===== src/hdl/threshold_triggered_window_capture_defines.svh =====
// Assertion macros used by the window capture RTL.
`ifndef THRESHOLD_TRIGGERED_WINDOW_CAPTURE_DEFINES_SVH
`define THRESHOLD_TRIGGERED_WINDOW_CAPTURE_DEFINES_SVH

// The consequent must hold in the same cycle as the antecedent.
`define TTWC_ASSERT_NOW(label, clk, rst_n, ante, cons) \
  label: assert property (@(posedge clk) disable iff (!rst_n) (ante) |-> (cons)) \
    else $error("window capture: same-cycle check failed");

// The consequent must hold in the cycle after the antecedent.
`define TTWC_ASSERT_NEXT(label, clk, rst_n, ante, cons) \
  label: assert property (@(posedge clk) disable iff (!rst_n) (ante) |=> (cons)) \
    else $error("window capture: next-cycle check failed");

`endif


===== src/hdl/ttwc_pkg.sv =====
// Types, constants and register codes of the window capture block.
`default_nettype none

package ttwc_pkg;

  localparam int CHANNELS          = 4;
  localparam int HISTORY_DEPTH_DEF = 32;

  localparam int SAMPLE_W = 24;
  localparam int NOISE_W  = 23;
  localparam int GAIN_W   = 8;
  localparam int THRESH_W = GAIN_W + NOISE_W;
  localparam int NUMBER_W = 32;
  localparam int PRE_W    = 6;
  localparam int POST_W   = 11;
  localparam int POST_MAX = 1024;

  localparam int CFG_IDX_W  = 3;
  localparam int CFG_DATA_W = 23;

  // Register indexes of the configuration port.
  localparam logic [CFG_IDX_W-1:0] REG_GAIN   = 3'd0;
  localparam logic [CFG_IDX_W-1:0] REG_NOISE0 = 3'd1;
  localparam logic [CFG_IDX_W-1:0] REG_NOISE1 = 3'd2;
  localparam logic [CFG_IDX_W-1:0] REG_NOISE2 = 3'd3;
  localparam logic [CFG_IDX_W-1:0] REG_NOISE3 = 3'd4;
  localparam logic [CFG_IDX_W-1:0] REG_PRE    = 3'd5;
  localparam logic [CFG_IDX_W-1:0] REG_POST   = 3'd6;

  // Register values after reset.
  localparam logic [GAIN_W-1:0]  GAIN_RST  = 8'd4;
  localparam logic [NOISE_W-1:0] NOISE_RST = 23'h7FFFFF;
  localparam logic [PRE_W-1:0]   PRE_RST   = 6'd16;
  localparam logic [POST_W-1:0]  POST_RST  = 11'd48;

  typedef logic signed [SAMPLE_W-1:0] sample_t;
  typedef sample_t [CHANNELS-1:0]     sample_vec_t;
  typedef logic [NOISE_W-1:0]         noise_t;
  typedef logic [GAIN_W-1:0]          gain_t;
  typedef logic [THRESH_W-1:0]        thresh_t;
  typedef logic [NUMBER_W-1:0]        number_t;
  typedef logic [CFG_IDX_W-1:0]       cfg_idx_t;
  typedef logic [CFG_DATA_W-1:0]      cfg_data_t;

endpackage

`default_nettype wire


===== src/hdl/ttwc_detect.sv =====
// Per-channel threshold detector: magnitude of a sample against gain times noise.
`default_nettype none

module ttwc_detect (
  input  ttwc_pkg::gain_t   gain,
  input  ttwc_pkg::noise_t  noise,
  input  ttwc_pkg::sample_t sample,
  output logic              hit
);
  import ttwc_pkg::*;

  thresh_t                 thresh;
  logic [SAMPLE_W-1:0]     mag;

  // Threshold is the product of the gain and this channel's noise level.
  assign thresh = THRESH_W'(gain) * THRESH_W'(noise);

  // Absolute value; the most negative sample maps to its true magnitude.
  assign mag = sample[SAMPLE_W-1] ? (~sample + 1'b1) : sample;

  // Strictly above the threshold or strictly below its negative.
  assign hit = THRESH_W'(mag) > thresh;

endmodule

`default_nettype wire


===== config.mk =====
export PLATFORM = sky130hd
export DESIGN_NAME = ttwc_detect
export DESIGN_NICKNAME = d
export VERILOG_FILES = /design/src/hdl/threshold_triggered_window_capture_defines.svh /design/src/hdl/ttwc_pkg.sv /design/src/hdl/ttwc_detect.sv
export SDC_FILE = /design/constraint.sdc
export NUM_CORES = 1
export LEC_CHECK = 0
export ABC_CLOCK_PERIOD_IN_PS = 15700
export BUFFER_PORTS_ARGS = -buffer_cell sky130_fd_sc_hd__buf_4
export CAP_MARGIN = 20
export CELL_PAD_IN_SITES_DETAIL_PLACEMENT = 0
export CELL_PAD_IN_SITES_GLOBAL_PLACEMENT = 1
export CORE_ASPECT_RATIO = 0.7
export CORE_MARGIN = 1.5
export CORE_UTILIZATION = 24
export DETAILED_ROUTE_END_ITERATION = 12
export PLACE_DENSITY_LB_ADDON = 0.1
export SLEW_MARGIN = 10
export SYNTH_ARGS = -nofsm -noshare
export SYNTH_HDL_FRONTEND = slang
export SYNTH_SLANG_ARGS = --single-unit

===== constraint.sdc =====
create_clock -name vclk -period 15.7
set_input_delay 4.71 -clock vclk [all_inputs]
set_output_delay 4.71 -clock vclk [all_outputs]
set_load 0.02 [all_outputs]

==> impl_metrics.json <==
{
  "status": "finished clean",
  "area_growth_pct": 15.4,
  "wl_met1_mm": 10.7,
  "antenna_found_initial": 0,
  "nFlopsAndLatches": 0,
  "pwr-share-clk_pct": 0,
  "synthTopCellsByCount": "inv_1 (159), fa_1 (126), and2_1 (123)",
  "seq_area_sq_um": 0,
  "port_buffers": 56,
  "hold_depth": 9,
  "fin_area_sq_mm": 0.00797,
  "cp-end-kind": "output port",
  "syn_inst": 841,
  "drc_errors": 0,
  "path_buf_inv": 6,
  "wire_per_inst_um": 15.8,
  "pin_count": 56,
  "avgSynthCellArea_sq_um": 8.22,
  "die-height_um": 145,
  "hold_end": "hit",
  "crit_arrival_ns": 10.61,
  "synth_top_area_share_pct": 36.5,
  "via_per_inst": 4.49,
  "yosysWarningCount": 0,
  "row_count": 51,
  "yosysMostFrequentCell": "inv_1",
  "grt_pass1_vias": 6025,
  "p_leak_nw": 3.81,
  "drt_pass1_iterations": 4,
  "p_sw_share_pct": 56.9,
  "wl_met3_um": 224,
  "period_share_pct": 97.6,
  "routed.top_layer": "met4",
  "insertedDiodeCount": 0,
  "crit_path_max_fanout": 10,
  "clock_buffers": 0,
  "grt_start_max_net_pins": 24,
  "seqPwrFrac_pct": 0,
  "synth_cell_types": 54,
  "slew_violations": 0,
  "worst_pin_slew_ns": 0.530,
  "gr-usage-all-layers_pct": 13.7,
  "fillCellCount": 3133,
  "crit_family": "adder cells",
  "syn_area_sq_mm": 0.00691,
  "maxSlewHeadroom_pct": 64.4,
  "pre_cts_ws_ns": 0.0665,
  "routed_wl_mm": 20.1,
  "yosysTopAreaCell": "fa_1",
  "max_cap_violations": 0,
  "hpwl_mm": 17.2,
  "place_inst": 1267,
  "internal_power_uw": 587,
  "start_util_pct": 24.6,
  "start_kind": "input port",
  "timing.final.crit_period_ns": 15.32,
  "routabilityCongestion": 0.760,
  "drive_gt1_share_pct": 11.6,
  "synth_nets": 1098,
  "grt_pass1_wl_mm": 33.0,
  "die_x_um": 206,
  "hp-start": "sample[22]",
  "hold_path.class": "input port to output port",
  "multi_input_area_sq_mm": 0.00631,
  "drtAntennaViolNets": 0,
  "ir_drop_uv": 64.2,
  "p_switching_uw": 776,
  "p_total_mw": 1.36,
  "power.density_mw_per_mm2": 171,
  "core_area_sq_mm": 0.0281,
  "wl_met2_mm": 9.13,
  "power_frac_comb_pct": 100.0,
  "fmax_mhz": 65.3,
  "max_stage_delay_ns": 0.55,
  "worstPathRequired_ns": 10.99,
  "crit_slowest_cell": "fa_1",
  "yosysSeqAreaShare_pct": 0,
  "setup_slack_ns": 0.378,
  "grt_overflow_total": 0,
  "path_class": "input port to output port",
  "fin_cells": 1268,
  "setup_viol": 0,
  "place_area_sq_mm": 0.00787,
  "nets": 1156,
  "synth_area_leaders": "fa_1 (36%), ha_1 (14%), and2_1 (11%)",
  "die_area_sq_mm": 0.0298,
  "drt_iter0_drc": 210,
  "hold_violations": 0,
  "via_count": 5691
}
-- timing repair --
action	4_1_cts	5_1_grt
buffers inserted	0	1
hold buffers	0	0
resized for setup	0	24
endpoints found under the setup margin	0	1
-- tightest hold or removal path, cell delays in order --
cell	delay (ns)
buf_4	0.09
nor4b_1	0.05
ha_1	0.31
a32oi_1	0.24
a41oi_1	0.07
o2111ai_1	0.10
nor4_1	0.05
buf_4	0.13
buf_4	0.15
-- logic make-up (layout without fill, tap and decap cells) --
family,after synthesis,in the layout,synth area share (%)
xor+xnor,41,41,5.20
compound gates,125,125,11.9
mux,2,2,0.290
fa+ha+maj,202,202,50.3
simple gates,289,289,22.4
buf+inv,182,238,9.99
-- worst max path at each step --
| stage | endpoint | from | cells after the start | slack [ns] |
|---|---|---|---|---|
| after detailed placement | hit | gain[6] | 27 | 0.07 |
| after global routing | hit | gain[7] | 29 | -0.02 |
| after floorplan | hit | gain[7] | 27 | 0.46 |
| final | hit | gain[7] | 28 | 0.38 |
| after CTS | hit | gain[6] | 27 | 0.03 |
| after global placement | hit | gain[4] | 28 | 0.06 |
-- cell type report --
class | instances | share of cell area, %
well taps | 371 | 5.82
inverters | 159 | 7.48
multi-input cells | 659 | 79.2
repair buffers | 79 | 7.53
-- routing by layer --
layer / vias up / track usage [%]
met5: - / 0
met4: 0 / 0.254
met3: 4 / 0.0225
met2: 40 / 22.2
met1: 2861 / 21.5
li1: 2786 / -
-- through the flow --
step	TNS, ns	hold WS [ns]	util (%)
after CTS	0	10.64	28.0
after detailed placement	0	10.63	28.0
after global placement	0	10.60	28.0
after floorplan	0	10.15	-
final	0	10.61	28.4
after global routing	-0.0171	10.69	28.4
-- power groups by stage --
stage,sequential [mW],combinational (mW),clock (mW)
2_1_floorplan,0,0.923,0
5_1_grt,0,1.55,0
4_1_cts,0,1.32,0
6_report,0,1.36,0
3_3_place_gp,0,1.34,0
3_5_place_dp,0,1.31,0
-- cell usage in the layout, fill, tap and decap left out, types with 10 or more instances in the layout --
cell type	Yosys	final
buf_4	0	77
and2_1	123	123
xnor2_1	30	30
a21o_1	11	11
a21oi_1	32	31
nor3_1	14	12
ha_1	76	72
fa_1	126	126
nand2_1	92	91
nand3_1	10	10
inv_1	159	159
nor2_1	17	17
xor2_1	11	11
o21ai_0	26	23
nand4_1	10	10
No activity file was read; power rests on OpenSTA's default activity.
