--- src/hdl/threshold_triggered_window_capture_defines.svh ---
// Assertion macros used by the window capture RTL.
`ifndef THRESHOLD_TRIGGERED_WINDOW_CAPTURE_DEFINES_SVH
`define THRESHOLD_TRIGGERED_WINDOW_CAPTURE_DEFINES_SVH

// The consequent must hold in the same cycle as the antecedent.
`define TTWC_ASSERT_NOW(label, clk, rst_n, ante, cons) \
  label: assert property (@(posedge clk) disable iff (!rst_n) (ante) |-> (cons)) \
    else $error("window capture: same-cycle check failed");

// The consequent must hold in the cycle after the antecedent.
`define TTWC_ASSERT_NEXT(label, clk, rst_n, ante, cons) \
  label: assert property (@(posedge clk) disable iff (!rst_n) (ante) |=> (cons)) \
    else $error("window capture: next-cycle check failed");

`endif

--- src/hdl/ttwc_pkg.sv ---
// Types, constants and register codes of the window capture block.
`default_nettype none

package ttwc_pkg;

  localparam int CHANNELS          = 4;
  localparam int HISTORY_DEPTH_DEF = 32;

  localparam int SAMPLE_W = 24;
  localparam int NOISE_W  = 23;
  localparam int GAIN_W   = 8;
  localparam int THRESH_W = GAIN_W + NOISE_W;
  localparam int NUMBER_W = 32;
  localparam int PRE_W    = 6;
  localparam int POST_W   = 11;
  localparam int POST_MAX = 1024;

  localparam int CFG_IDX_W  = 3;
  localparam int CFG_DATA_W = 23;

  // Register indexes of the configuration port.
  localparam logic [CFG_IDX_W-1:0] REG_GAIN   = 3'd0;
  localparam logic [CFG_IDX_W-1:0] REG_NOISE0 = 3'd1;
  localparam logic [CFG_IDX_W-1:0] REG_NOISE1 = 3'd2;
  localparam logic [CFG_IDX_W-1:0] REG_NOISE2 = 3'd3;
  localparam logic [CFG_IDX_W-1:0] REG_NOISE3 = 3'd4;
  localparam logic [CFG_IDX_W-1:0] REG_PRE    = 3'd5;
  localparam logic [CFG_IDX_W-1:0] REG_POST   = 3'd6;

  // Register values after reset.
  localparam logic [GAIN_W-1:0]  GAIN_RST  = 8'd4;
  localparam logic [NOISE_W-1:0] NOISE_RST = 23'h7FFFFF;
  localparam logic [PRE_W-1:0]   PRE_RST   = 6'd16;
  localparam logic [POST_W-1:0]  POST_RST  = 11'd48;

  typedef logic signed [SAMPLE_W-1:0] sample_t;
  typedef sample_t [CHANNELS-1:0]     sample_vec_t;
  typedef logic [NOISE_W-1:0]         noise_t;
  typedef logic [GAIN_W-1:0]          gain_t;
  typedef logic [THRESH_W-1:0]        thresh_t;
  typedef logic [NUMBER_W-1:0]        number_t;
  typedef logic [CFG_IDX_W-1:0]       cfg_idx_t;
  typedef logic [CFG_DATA_W-1:0]      cfg_data_t;

endpackage

`default_nettype wire

--- src/hdl/ttwc_cell.sv ---
// One history cell: holds a multi-channel sample and passes it to its neighbor.
`default_nettype none

module ttwc_cell (
  input  logic                  clk,
  input  logic                  rst_n,
  input  logic                  shift_en,
  input  ttwc_pkg::sample_vec_t d,
  output ttwc_pkg::sample_vec_t q
);
  import ttwc_pkg::*;

  sample_vec_t data_r;
  sample_vec_t data_nxt;

  // Take the neighbor's sample whenever the chain moves.
  always_comb begin
    data_nxt = shift_en ? d : data_r;
  end

  // History reads as zero until it has been written.
  always_ff @(posedge clk) begin
    if (!rst_n) begin
      data_r <= '0;
    end else begin
      data_r <= data_nxt;
    end
  end

  assign q = data_r;

endmodule

`default_nettype wire

--- config.mk ---
export PLATFORM = sky130hd
export DESIGN_NAME = ttwc_cell
export DESIGN_NICKNAME = d
export VERILOG_FILES = /design/src/hdl/threshold_triggered_window_capture_defines.svh /design/src/hdl/ttwc_pkg.sv /design/src/hdl/ttwc_cell.sv
export SDC_FILE = /design/constraint.sdc
export NUM_CORES = 1
export LEC_CHECK = 0
export BUFFER_PORTS_ARGS = -buffer_cell sky130_fd_sc_hd__buf_4
export CAP_MARGIN = 20
export CORE_MARGIN = 2
export CORE_UTILIZATION = 45
export DETAILED_ROUTE_END_ITERATION = 8
export PLACE_DENSITY = 0.76
export SLEW_MARGIN = 15
export SYNTH_ARGS = -nofsm -noshare
export SYNTH_HDL_FRONTEND = slang
export SYNTH_SLANG_ARGS = --single-unit
--- constraint.sdc ---
create_clock -name clk -period 1.48 [get_ports clk]
set_clock_uncertainty 0.15 [all_clocks]
set_input_delay 0.296 -clock clk [delete_from_list [all_inputs] [get_ports clk]]
set_output_delay 0.296 -clock clk [all_outputs]
set_load 0.05 [all_outputs]
==> run_summary.xml, run 1 <==
<?xml version="1.0" encoding="UTF-8"?>
<metrics>
  <group name="run_status">
    <metric name="outcome" unit="">completed</metric>
  </group>
  <group name="cells_and_area">
    <metric name="largest_register_ffs" unit="">96</metric>
    <metric name="antenna-diode-count" unit="">0</metric>
    <metric name="layout.cells.most_common_list" unit="">197 x sky130_fd_sc_hd__buf_4, 96 x sky130_fd_sc_hd__mux2i_1, 96 x sky130_fd_sc_hd__nor2b_1, 96 x sky130_fd_sc_hd__dfxtp_1, 11 x sky130_fd_sc_hd__clkbuf_8</metric>
    <metric name="post_layout_nonfiller_instances" unit="">607</metric>
    <metric name="layout-drive-gt1-share" unit="%">42.38</metric>
    <metric name="finalNetCount" unit="">599</metric>
    <metric name="flow.area_growth_from_synthesis" unit="%">46.63</metric>
    <metric name="layout.cells.most_common" unit="">sky130_fd_sc_hd__buf_4</metric>
    <metric name="final_area" unit="mm^2">0.005370</metric>
    <metric name="final_util" unit="%">68.78</metric>
  </group>
  <group name="worst_setup_path">
    <metric name="worst-path-max-fanout" unit="">2</metric>
    <metric name="required" unit="ns">1.03</metric>
    <metric name="top_cell_family_by_delay_on_the_critical_path" unit="">flip-flops</metric>
    <metric name="reg2reg_setup_slack" unit="ns">0.70</metric>
    <metric name="worstPathCellList" unit="">buf_4</metric>
    <metric name="cp.arrival" unit="ns">0.91</metric>
    <metric name="cp-end-kind" unit="">output pin</metric>
    <metric name="timing.critical_path.slowest_stage_cell" unit="">sky130_fd_sc_hd__dfxtp_1</metric>
    <metric name="critical_path.max_stage_delay" unit="ns">0.36</metric>
    <metric name="worst-path-buf-inv" unit="">1</metric>
    <metric name="critPathLaunchType" unit="">flop</metric>
    <metric name="critical_path_class" unit="">flop to output pin</metric>
  </group>
  <group name="die">
    <metric name="rows" unit="">32</metric>
    <metric name="starting_density_of_the_core" unit="%">46.91</metric>
    <metric name="io_pins" unit="">195</metric>
    <metric name="die_w" unit="um">94.21</metric>
    <metric name="die_area" unit="mm^2">0.008876</metric>
    <metric name="core_area" unit="mm^2">0.007807</metric>
    <metric name="dieHeight" unit="um">94.21</metric>
  </group>
  <group name="logic_synthesis">
    <metric name="ys_seq_area_share" unit="%">52.48</metric>
    <metric name="post_synth_and_or_nand_nor_area_fraction" unit="%">16.40</metric>
    <metric name="syn_area" unit="mm^2">0.003662</metric>
    <metric name="synth_cell_types" unit="">8</metric>
    <metric name="synth_top_area_cell" unit="">sky130_fd_sc_hd__dfxtp_1</metric>
    <metric name="yosys.area_share.adder" unit="%">0</metric>
    <metric name="synthCells" unit="">309</metric>
    <metric name="synth_xor_xnor_area_share" unit="%">0</metric>
    <metric name="multiplexer_fraction_of_the_synthesized_cell_area" unit="%">26.24</metric>
    <metric name="post_synthesis_compound_gate_area_fraction" unit="%">0</metric>
    <metric name="synth-seq-cells" unit="">96</metric>
    <metric name="syn-num-nets" unit="">408</metric>
    <metric name="post_synth.cell_area_avg" unit="um^2">11.85</metric>
    <metric name="main_combinational_cell_family_by_area_after_synthesis" unit="">multiplexers</metric>
    <metric name="yosys.area.top_type_share" unit="%">52.48</metric>
    <metric name="yosysWarningCount" unit="">0</metric>
    <metric name="ys_top_cells_by_area" unit="">sky130_fd_sc_hd__dfxtp_1 52%, sky130_fd_sc_hd__mux2i_1 26%, sky130_fd_sc_hd__nor2b_1 16%, sky130_fd_sc_hd__buf_12 2.2%, sky130_fd_sc_hd__buf_4 1.2%</metric>
  </group>
  <group name="clocking">
    <metric name="clk_pin_slew_worst_paths" unit="ns">0.09</metric>
    <metric name="hold_buffers" unit="">0</metric>
    <metric name="cts_num_sinks" unit="">96</metric>
    <metric name="cts_repair_resize_count" unit="">0</metric>
    <metric name="cts_buffers" unit="">9</metric>
    <metric name="postCtsSetupBuffers" unit="">0</metric>
    <metric name="cts.path.max_buffers" unit="">2</metric>
    <metric name="h-tree-depth" unit="">3</metric>
    <metric name="clock_tree.root_cell" unit="">sky130_fd_sc_hd__clkbuf_8</metric>
    <metric name="worstSkewPairLatency" unit="ns">0.34</metric>
    <metric name="tritoncts" unit="">yes</metric>
  </group>
  <group name="detailed_routing">
    <metric name="drcViolationCount" unit="">0</metric>
    <metric name="first_iter_violations" unit="">53</metric>
    <metric name="drt_pre_antenna_iters" unit="">4</metric>
    <metric name="final_antenna_net_count" unit="">0</metric>
    <metric name="post_drt_wl_per_cell" unit="um">14.06</metric>
    <metric name="vias_per_cell" unit="">4.583</metric>
    <metric name="detailroute.via_count" unit="">2782</metric>
    <metric name="routed_wl" unit="um">8536</metric>
  </group>
  <group name="grt">
    <metric name="first_pass_grt_wire_length" unit="um">12900</metric>
    <metric name="grt-ovfl-total" unit="">0</metric>
    <metric name="use_met2" unit="%">29.58</metric>
    <metric name="first_global_vias" unit="">2623</metric>
    <metric name="gr-usage-met3" unit="%">7.143</metric>
    <metric name="antenna_found_initial" unit="">0</metric>
    <metric name="globalRouteTotalUtil" unit="%">18.90</metric>
    <metric name="pin_count_of_the_biggest_net_entering_global_routing" unit="">37</metric>
    <metric name="grtUsageMet1" unit="%">23.38</metric>
    <metric name="global_route.peak_usage_layer" unit="">met2</metric>
  </group>
  <group name="place">
    <metric name="dp_hpwl" unit="um">6382</metric>
    <metric name="placedCellCount" unit="">591</metric>
    <metric name="gp_congestion" unit="">0.6830</metric>
    <metric name="port_buffers" unit="">194</metric>
    <metric name="place_area" unit="mm^2">0.005170</metric>
  </group>
  <group name="power">
    <metric name="worst_ir_drop_vdd" unit="mV">0.5944</metric>
    <metric name="static-leakage-power" unit="nW">2.649</metric>
    <metric name="power_per_cell_area" unit="mW/mm^2">1105</metric>
  </group>
  <group name="timing">
    <metric name="max_slew.worst_pin.slew" unit="ns">0.2612</metric>
    <metric name="timing.fmax" unit="MHz">737.6</metric>
    <metric name="final.min_clock_period" unit="ns">1.356</metric>
    <metric name="rsz0062_at_grt" unit="">false</metric>
    <metric name="hold_viol_final" unit="">0</metric>
    <metric name="max_slew_margin" unit="%">82.59</metric>
    <metric name="count_of_final_max_slew_check_failures" unit="">0</metric>
    <metric name="final_min_period_over_clock_period" unit="%">91.60</metric>
    <metric name="timing.final.setup_violations" unit="">0</metric>
    <metric name="holdWs" unit="ns">0.05125</metric>
    <metric name="setup_total_negative_slack" unit="ns">0</metric>
  </group>
  <group name="flow_run">
    <metric name="max-cap-violations" unit="">0</metric>
  </group>
  <group name="min_path">
    <metric name="timing.hold.worst.class" unit="">primary input to flop</metric>
  </group>
</metrics>
[area by class of cell]
class | instances | area [um^2]
clock buffers | 14 | 162.7
clock inverters | 2 | 37.54
fillers | 612 | 2437
multi-input cells | 192 | 1562
flip-flops and latches | 96 | 1922
well taps | 102 | 127.6
repair buffers | 201 | 1559
[per-stage QoR]
step	worst slack, ns	power [mW]
2_1_floorplan	0.2758	3.770
3_5_place_dp	0.1568	4.271
4_1_cts	0.09999	5.992
6_report	0.1243	5.932
3_3_place_gp	0.1917	4.251
5_1_grt	0.06438	6.185
[cells in the mapped netlist (all sizes together)]
cell type,number
dfxtp,96
mux2i,96
nor2b,96
buf,11
clkbuf,10
[worst reg2reg max path, delay by kind of cell (launching register included)]
kind,cells,cell delay (ns)
DFF,1,0.33
and+or+nand+nor,1,0.06
muxes,1,0.14
[layer usage]
layer / vias up / share of wire, %
met4: 0 / 1.1
li1: 1400 / -
met5: - / 0
met1: 1247 / 42
met3: 11 / 9.8
met2: 124 / 47
[report_power, final]
part           leakage, nW  internal, mW  switching [mW]
sequential           0.793          2.74          0.0785
combinational         1.76         0.566           0.821
clock               0.0969         0.878           0.852
[logic make-up after synthesis]
family	after synthesis
simple gates	96
mux	96
buf+inv	21
flops	96
[final timing paths]
check / from / to / cells after the start
worst max-delay path: q[68] / q[68] / 1
worst min-delay path: d[6] / q[6] / 3
worst max register to register: q[56] / q[56] / 2
worst min register to register: q[50] / q[50] / 2
Note: power is estimated with default switching activity, not from simulation.
==> inputs of run 2 (changes only) <==
==> constraint.sdc (replaced) <==
create_clock -name clk -period 1.48 [get_ports clk]
set_clock_uncertainty 0.15 [all_clocks]
set_input_delay 0.148 -clock clk [delete_from_list [all_inputs] [get_ports clk]]
set_output_delay 0.148 -clock clk [all_outputs]
set_load 0.05 [all_outputs]
==> run_summary.xml, run 2 (synthesized netlist as in run 1, its figures left out) <==
<?xml version="1.0" encoding="UTF-8"?>
<metrics>
  <group name="run_status">
    <metric name="outcome" unit="">completed</metric>
  </group>
  <group name="worst_setup_path">
    <metric name="top_cell_family_by_delay_on_the_critical_path" unit="">flip-flops</metric>
    <metric name="worst-path-max-fanout" unit="">2</metric>
    <metric name="timing.critical_path.slowest_stage_cell" unit="">sky130_fd_sc_hd__dfxtp_1</metric>
    <metric name="worst-path-buf-inv" unit="">1</metric>
    <metric name="critPathLaunchType" unit="">flop</metric>
    <metric name="required" unit="ns">1.18</metric>
    <metric name="worstPathCellList" unit="">buf_4</metric>
    <metric name="critical_path_class" unit="">flop to output pin</metric>
    <metric name="cp-end-kind" unit="">output pin</metric>
    <metric name="cp.arrival" unit="ns">0.95</metric>
    <metric name="critical_path.max_stage_delay" unit="ns">0.38</metric>
  </group>
  <group name="cells_and_area">
    <metric name="final_util" unit="%">80.74</metric>
    <metric name="largest_register_ffs" unit="">96</metric>
    <metric name="layout-drive-gt1-share" unit="%">35.68</metric>
    <metric name="fillerInstances" unit="">443</metric>
    <metric name="antenna-diode-count" unit="">0</metric>
    <metric name="layout.cells.most_common" unit="">sky130_fd_sc_hd__buf_4</metric>
    <metric name="layout.cells.most_common_list" unit="">194 x sky130_fd_sc_hd__buf_4, 96 x sky130_fd_sc_hd__mux2i_1, 96 x sky130_fd_sc_hd__nor2b_1, 96 x sky130_fd_sc_hd__dlygate4sd3_1, 96 x sky130_fd_sc_hd__dfxtp_1</metric>
    <metric name="finalNetCount" unit="">692</metric>
    <metric name="flow.area_growth_from_synthesis" unit="%">72.12</metric>
  </group>
  <group name="clocking">
    <metric name="cts_num_sinks" unit="">96</metric>
    <metric name="clock_tree.root_cell" unit="">sky130_fd_sc_hd__clkbuf_8</metric>
    <metric name="cts_buffers" unit="">9</metric>
    <metric name="cts_repair_resize_count" unit="">0</metric>
    <metric name="cts.path.max_buffers" unit="">2</metric>
    <metric name="postCtsSetupBuffers" unit="">0</metric>
    <metric name="tritoncts" unit="">yes</metric>
    <metric name="clk_pin_slew_worst_paths" unit="ns">0.10</metric>
    <metric name="h-tree-depth" unit="">3</metric>
    <metric name="worstSkewPairLatency" unit="ns">0.34</metric>
  </group>
  <group name="detailed_routing">
    <metric name="routed_wl" unit="um">10270</metric>
    <metric name="first_iter_violations" unit="">36</metric>
    <metric name="detailroute.via_count" unit="">3226</metric>
    <metric name="drcViolationCount" unit="">0</metric>
    <metric name="drt_pre_antenna_iters" unit="">4</metric>
    <metric name="vias_per_cell" unit="">4.615</metric>
    <metric name="post_drt_wl_per_cell" unit="um">14.69</metric>
    <metric name="final_antenna_net_count" unit="">0</metric>
  </group>
  <group name="power">
    <metric name="static-leakage-power" unit="nW">3.029</metric>
    <metric name="power_per_cell_area" unit="mW/mm^2">974.7</metric>
    <metric name="worst_ir_drop_vdd" unit="mV">0.5627</metric>
  </group>
  <group name="timing">
    <metric name="holdWs" unit="ns">0.07555</metric>
    <metric name="final_min_period_over_clock_period" unit="%">84.28</metric>
    <metric name="timing.final.setup_violations" unit="">0</metric>
    <metric name="count_of_final_max_slew_check_failures" unit="">0</metric>
    <metric name="hold_viol_final" unit="">0</metric>
    <metric name="max_slew.worst_pin.slew" unit="ns">0.3455</metric>
    <metric name="setup_total_negative_slack" unit="ns">0</metric>
    <metric name="rsz0062_at_grt" unit="">false</metric>
    <metric name="max_slew_margin" unit="%">76.97</metric>
    <metric name="timing.fmax" unit="MHz">801.7</metric>
    <metric name="final.min_clock_period" unit="ns">1.247</metric>
  </group>
  <group name="die">
    <metric name="io_pins" unit="">195</metric>
    <metric name="dieHeight" unit="um">94.21</metric>
    <metric name="die_area" unit="mm^2">0.008876</metric>
    <metric name="starting_density_of_the_core" unit="%">46.91</metric>
    <metric name="rows" unit="">32</metric>
    <metric name="core_area" unit="mm^2">0.007807</metric>
    <metric name="die_w" unit="um">94.21</metric>
  </group>
  <group name="place">
    <metric name="dp_hpwl" unit="um">6083</metric>
    <metric name="port_buffers" unit="">194</metric>
    <metric name="gp_congestion" unit="">0.7008</metric>
  </group>
  <group name="grt">
    <metric name="first_pass_grt_wire_length" unit="um">15810</metric>
    <metric name="pin_count_of_the_biggest_net_entering_global_routing" unit="">97</metric>
    <metric name="globalRouteTotalUtil" unit="%">22.71</metric>
    <metric name="antenna_found_initial" unit="">0</metric>
    <metric name="first_global_vias" unit="">3328</metric>
    <metric name="grt-ovfl-total" unit="">0</metric>
  </group>
  <group name="min_path">
    <metric name="timing.hold.worst.class" unit="">primary input to flop</metric>
  </group>
  <group name="flow_run">
    <metric name="max-cap-violations" unit="">0</metric>
  </group>
</metrics>
run 2: final cells by class:
cell class | count | area (um^2) | share of cell area (%)
clock buffer | 10 | 137.6 | 2.183
tap | 102 | 127.6 | 2.025
sequential | 96 | 1922 | 30.49
timing repair buffer | 294 | 2497 | 39.62
multi-input combinational | 192 | 1562 | 24.77
clock inverter | 5 | 57.56 | 0.9131
run 2: worst paths after layout:
path	end	slack [ns]	from	cells past startpoint
hold reg to reg	q[79]	0.37	q[79]	2
hold / removal	q[60]	0.08	shift_en	3
setup reg to reg	q[25]	0.62	q[25]	2
setup / recovery	q[11]	0.23	q[11]	1
run 2: layer usage:
| layer | global-route usage [%] | share of wire [%] |
|---|---|---|
| met5 | 0 | 0 |
| met4 | 8.575 | 2.5 |
| met3 | 7.464 | 8.5 |
| met2 | 40.48 | 49 |
| met1 | 24.92 | 40 |
run 2: what timing repair did:
item,in CTS,in global routing
hold buffers,96,0
hold endpoints to repair,96,0
setup endpoints to repair,0,0
run 2: report_power, final:
group	leakage, nW	total [mW]	switching (mW)	internal, mW
registers	0.793	2.82	0.0851	2.74
logic	2.15	1.61	0.886	0.727
clock network	0.0904	1.71	0.894	0.816
total	3.03	6.14	1.86	4.28
run 2: through the flow:
stage	setup slack, ns	area (um^2)	total power, mW	instances
2_1_floorplan	0.4238	3662	3.770	309
3_3_place_gp	0.2693	5147	4.242	588
3_5_place_dp	0.2240	5147	4.266	588
4_1_cts	0.2461	6304	6.154	699
5_1_grt	0.2085	6304	6.364	699
6_report	0.2327	6304	6.144	699
